--- src/opg_pkg.sv ---
package opg_pkg;

  // field widths
  localparam int unsigned CTR_W     = 64;
  localparam int unsigned PST_W     = 8;
  localparam int unsigned UTIL_W    = 10;
  localparam int unsigned THR_W     = 7;
  localparam int unsigned CFG_IDX_W = 3;
  localparam int unsigned CFG_DAT_W = 8;

  // per-core entry: {last_actual, last_reference, current_state}
  localparam int unsigned ENTRY_W = 2 * CTR_W + PST_W;

  // 100 * delta needs 71 bits
  localparam int unsigned PROD_W    = CTR_W + 7;
  localparam int unsigned DIV_CNT_W = 7;

  localparam logic [UTIL_W-1:0] UTIL_SAT = '1;

  // op codes
  localparam logic [1:0] OP_SAMPLE = 2'd0;
  localparam logic [1:0] OP_APPLY  = 2'd1;
  localparam logic [1:0] OP_PRIME  = 2'd2;

  // governors
  localparam logic [1:0] GOV_PERF     = 2'd0;
  localparam logic [1:0] GOV_SAVE     = 2'd1;
  localparam logic [1:0] GOV_ONDEMAND = 2'd2;

  // control modes
  localparam logic [1:0] MODE_LEGACY  = 2'd0;
  localparam logic [1:0] MODE_HWP     = 2'd1;
  localparam logic [1:0] MODE_INDEXED = 2'd2;

  // register indexes
  localparam logic [CFG_IDX_W-1:0] REG_GOVERNOR = 3'd0;
  localparam logic [CFG_IDX_W-1:0] REG_MODE     = 3'd1;
  localparam logic [CFG_IDX_W-1:0] REG_PS_FLOOR = 3'd2;
  localparam logic [CFG_IDX_W-1:0] REG_PS_CEIL  = 3'd3;
  localparam logic [CFG_IDX_W-1:0] REG_BOOST    = 3'd4;
  localparam logic [CFG_IDX_W-1:0] REG_UP_THR   = 3'd5;
  localparam logic [CFG_IDX_W-1:0] REG_DOWN_THR = 3'd6;

  // reset values
  localparam logic [PST_W-1:0] RST_PS_FLOOR = 8'd4;
  localparam logic [PST_W-1:0] RST_PS_CEIL  = 8'd20;
  localparam logic [PST_W-1:0] RST_BOOST    = 8'd20;
  localparam logic [THR_W-1:0] RST_UP_THR   = 7'd85;
  localparam logic [THR_W-1:0] RST_DOWN_THR = 7'd40;

  typedef enum logic [2:0] {
    KIND_BAD,
    KIND_PRIME,
    KIND_APPLY,
    KIND_SKIP,
    KIND_ZERO,
    KIND_SAMPLE
  } opg_kind_t;

  typedef enum logic [3:0] {
    ST_IDLE,
    ST_RD,
    ST_LD,
    ST_CLS,
    ST_MULA,
    ST_MULB,
    ST_DGO,
    ST_DIV,
    ST_FIN
  } opg_state_t;

  typedef struct packed {
    logic load;
    logic rd;
    logic capture;
    logic mul_a;
    logic mul_b;
    logic div_start;
    logic finish;
  } opg_cmd_t;

  typedef struct packed {
    opg_kind_t kind;
    logic      div_done;
  } opg_stat_t;

endpackage

--- src/opg_ctrl.sv ---
module opg_ctrl
  import opg_pkg::*;
(
  input  logic      clk,
  input  logic      rst,
  input  logic      item_valid,
  output logic      item_ready,
  output logic      result_valid,
  input  logic      result_ready,
  input  opg_stat_t stat,
  output opg_cmd_t  cmd
);

  opg_state_t state;
  opg_state_t state_next;
  logic       out_valid;
  logic       fin_ok;

  assign item_ready   = (state == ST_IDLE);
  assign result_valid = out_valid;
  assign fin_ok       = !out_valid || result_ready;

  always_ff @(posedge clk) begin
    if (rst) begin
      state <= ST_IDLE;
    end else begin
      state <= state_next;
    end
  end

  always_ff @(posedge clk) begin
    if (rst) begin
      out_valid <= 1'b0;
    end else if (cmd.finish) begin
      out_valid <= 1'b1;
    end else if (result_ready) begin
      out_valid <= 1'b0;
    end
  end

  always_comb begin
    state_next = state;
    cmd        = '0;
    case (state)
      ST_IDLE: begin
        if (item_valid) begin
          cmd.load   = 1'b1;
          state_next = ST_RD;
        end
      end
      ST_RD: begin
        cmd.rd     = 1'b1;
        state_next = ST_LD;
      end
      ST_LD: begin
        cmd.capture = 1'b1;
        state_next  = ST_CLS;
      end
      ST_CLS: begin
        state_next = (stat.kind == KIND_SAMPLE) ? ST_MULA : ST_FIN;
      end
      ST_MULA: begin
        cmd.mul_a  = 1'b1;
        state_next = ST_MULB;
      end
      ST_MULB: begin
        cmd.mul_b  = 1'b1;
        state_next = ST_DGO;
      end
      ST_DGO: begin
        cmd.div_start = 1'b1;
        state_next    = ST_DIV;
      end
      ST_DIV: begin
        if (stat.div_done) begin
          state_next = ST_FIN;
        end
      end
      ST_FIN: begin
        // result register must be free before the entry is written back
        if (fin_ok) begin
          cmd.finish = 1'b1;
          state_next = ST_IDLE;
        end
      end
      default: begin
        state_next = ST_IDLE;
      end
    endcase
  end

endmodule

--- config.mk ---
export PLATFORM = sky130hd
export DESIGN_NAME = opg_ctrl
export DESIGN_NICKNAME = d
export VERILOG_FILES = /design/src/opg_pkg.sv /design/src/opg_ctrl.sv
export SDC_FILE = /design/constraint.sdc
export NUM_CORES = 1
export LEC_CHECK = 0
export BUFFER_PORTS_ARGS = -buffer_cell sky130_fd_sc_hd__buf_4
export CORE_AREA = 2 2 39 41
export DETAILED_ROUTE_END_ITERATION = 16
export DIE_AREA = 0 0 41 43
export PLACE_DENSITY = 0.53
export SYNTH_ARGS = -nofsm -noshare
export SYNTH_HDL_FRONTEND = slang
export SYNTH_SLANG_ARGS = --single-unit
--- constraint.sdc ---
create_clock -name clk -period 2.1 [get_ports clk]
set_clock_uncertainty 0.1 [all_clocks]
set_input_delay 0.63 -clock clk [delete_from_list [all_inputs] [get_ports clk]]
set_output_delay 0.63 -clock clk [all_outputs]
set_load 0.05 [all_outputs]
==> impl_summary.md <==
Timing
The final-report max-slew violation count was 0. In the finished design, the share of the clock period the worst path needs comes to 1.05. Setup slack on the critical path of the routed design comes to -0.0983 ns. Static timing analysis puts the maximum clock frequency at 455 MHz. Setup violations remaining at the end of the flow were counted as 1. The final hold violation count was 0. At the pin with the least slew margin, the transition time is 0.246 ns. Setup repair after global routing could not meet its margin everywhere.

The final period demand of the worst path is 2.20 ns. The final sum of negative setup slack is -0.0983 ns. In this run the tightest slew margin relative to its limit is 0.835.

Routing
The detailed-router iteration count before antenna repair is 4. The average via count per standard cell is 4.61. The routed length per placed instance is 9.59 um.

After the first detailed-routing iteration, the DRC count stood at 1. The total via count in the routed design is 364. The sum of routed wire length over all layers is 758 um. The remaining routing DRC violations is 0. The number of nets with antenna violations after routing is 0.

Synthesis
The largest family of logic cells by synthesized area is simple AND/OR/NAND/NOR gates. The arithmetic-cell share of the synthesized area counting full adders, half adders and majority gates is 0. The simple-gate portion of the synthesized area is 0.476. The flop and latch count out of synthesis is 5. The number of distinct standard cells referenced by the synthesized netlist is 27. The synthesized-area fraction occupied by ao, oa, aoi and oai cells is 0.129.

For this run, the register share of the synthesized area comes to 0.280. During synthesis, Yosys emitted a total of 0 warnings. The synthesized instance count is 41. After synthesis, the mean cell area works out to 8.73 sq um. Of the post-synthesis cell area, the part taken by muxes is 0.

The number of nets handed over by synthesis was 49. The synthesized cell area is 358 sq um. Of the total synthesized cell area, the portion taken by XOR and XNOR cells is 0.

Setup path
The critical path is of the reg2out type. The worst setup path is captured at an output port. The largest fanout on the critical path is 2.

Data arrives at the worst endpoint at 1.47 ns. The setup slack of the worst register-to-register path is 0.68 ns. The required time of the worst setup path is 1.37 ns.

The worst setup path is launched from a register.

Status
The checks that failed: setup timing. The flow ran to the end, but the final reports show violations.

Floorplanning
For this configuration, the core starts out at a cell density of 0.259. The number of placement rows is 14. The top-level I/O count is 17. The die is 43 um tall.

In this run the horizontal extent of the chip is 41 um. In this run the standard cell core region covers 1380 sq um. The die covers 1760 sq um.

Final layout
In the final layout, the share of cells above drive strength 1 is 0.571. Once layout is complete, the cells apart from fillers number 79. Registers take 103 sq um. Relative to the synthesized area, the layout overhead comes to 64.3%. The number of filler instances in the final layout is 143. Summing all multi-input logic gate instances after layout gives 250 sq um. The repair_antennas step left the layout with diodes totalling 0. The final net count is 72.

Place
The count of input and output buffers is 16. The global placement routability congestion is 0.711. Counting tap cells, the placed design contains a total of 74 instances. The placed wire-length estimate after detailed placement is 594 um. At the placement stage, the worst setup path has a slack of 0.0391 ns.

Clock tree
Counting along the longest clock path gives a buffer depth of 2. The clock reaches the later pin of the worst-skew pair after 0.25 ns. The post-cts hold buffer count is 0. CTS built an H-tree with a depth of 1. The root buffer selected by CTS is clkbuf_4. The TritonCTS clock tree is built. The clock drives 5 sinks. The number of clock buffers added by TritonCTS is 3. The clock transition at the registers of the reported paths is 0.05 ns.

Power
The leakage power is 0.284 nW. The worst supply voltage drop on vdd is 0.190 mV. The power per cell area is 609 nW/um^2.

Global routing
Entering global routing, the biggest net connects 11 pins. For this run, the total global-route usage over all layers was measured as 0.107. The wire length of the first global-routing pass is 1210 um.

The via count of the first global-routing pass is 307. The number of antenna violations at the first check in global routing is 0. The remaining global-route overflow is 0.

Hold path
The type of the most critical hold path is in2reg.

Run
The max-cap check violation count is 0.
==> through the flow <==
stage	instance area (sq um)	util	hold slack [ns]	total power, mW
detailed placement	532	0.384	0.450	0.241
global placement	532	0.384	0.451	0.241
floorplan	392	-	0.424	0.204
finish	588	0.425	0.464	0.358
global route	588	0.425	0.473	0.376
CTS	586	0.423	0.470	0.363
==> synthesized netlist by cell type <==
library cell  n  share of area
inv_1         1          0.010
nand3_1       1          0.014
nor3_1        3          0.042
or4_1         1          0.021
or4b_4        1          0.038
nand2_1       2          0.021
nand2b_1      1          0.017
nor2_1        4          0.042
a211oi_1      1          0.021
nand3b_4      1          0.056
nor4_1        2          0.035
buf_4         2          0.042
a311oi_1      1          0.024
and2b_1       1          0.021
o21ba_1       1          0.028
nor4bb_1      1          0.028
or2b_1        2          0.042
nor2_2        1          0.017
nor2b_1       1          0.017
buf_6         2          0.063
a21oi_1       1          0.014
dfxtp_1       5           0.28
a21boi_0      1          0.021
and2_1        1          0.017
a21o_1        1          0.021
nand3b_1      1          0.021
nor4b_1       1          0.024
==> power breakdown <==
part	switching, mW	internal (mW)	leakage, nW
combinational	0.0836	0.0555	0.225
sequential	0.00324	0.101	0.0417
clock	0.0451	0.0692	0.0177
total	0.132	0.226	0.284
==> flip-flops by register name, summed over array words and instances (netlist names) <==
signal,flops
state,4
result_valid,1
==> cell families (layout without fill, tap and decap cells) <==
kind of cell,count (synthesis),after routing
AND/OR/NAND/NOR,25,25
AO/OA/AOI/OAI,6,6
flip-flops,5,5
buffers and inverters,5,27
==> worst max-delay path: stages (launching register included) <==
cell and delay (ns):
dfxtp_2 0.32, or4b_4 0.52, and2b_2 0.24, buf_8 0.14
==> per-layer routing <==
layer / vias to the layer above / wire, um / global-route usage
met5: - / 0 / 0
met4: 0 / 19 / 0.100
met3: 2 / 47 / 0.0209
met2: 12 / 379 / 0.147
met1: 159 / 312 / 0.129
li1: 191 / - / -
==> cells in the final DEF, fill, tap and decap left out, types with 2 or more instances in the layout <==
cell type | netlist | routed
buf_4 | 2 | 18
nor2_1 | 4 | 4
nand2_1 | 2 | 2
nor3_1 | 3 | 2
clkbuf_4 | 0 | 3
dfxtp_2 | 0 | 2
or2b_1 | 2 | 2
dfxtp_1 | 5 | 3
buf_6 | 2 | 3
==> cell type report <==
cell class                 instances  share of cell area
sequential                         5               0.174
timing repair buffer              22               0.313
inverter                           1             0.00638
multi-input combinational         31               0.426
clock inverter                     1             0.00851
tap                               16              0.0340
clock buffer                       3              0.0383
==> path summary, 6_finish.rpt <==
kind,to,cells after the start,start
worst max-delay path,cmd[0],3,state[1]
worst min-delay path,state[1],2,rst
worst max register to register,state[2],4,state[3]
worst min register to register,state[1],2,state[3]
==> what timing repair did <==
item                       in CTS  in global routing
gates cloned                    0                  0
gates resized for setup         5                  2
setup endpoints to repair       2                  2
buffers inserted                1                  0
pin swaps                       1                  0
No activity file was read; power rests on OpenSTA's default activity.
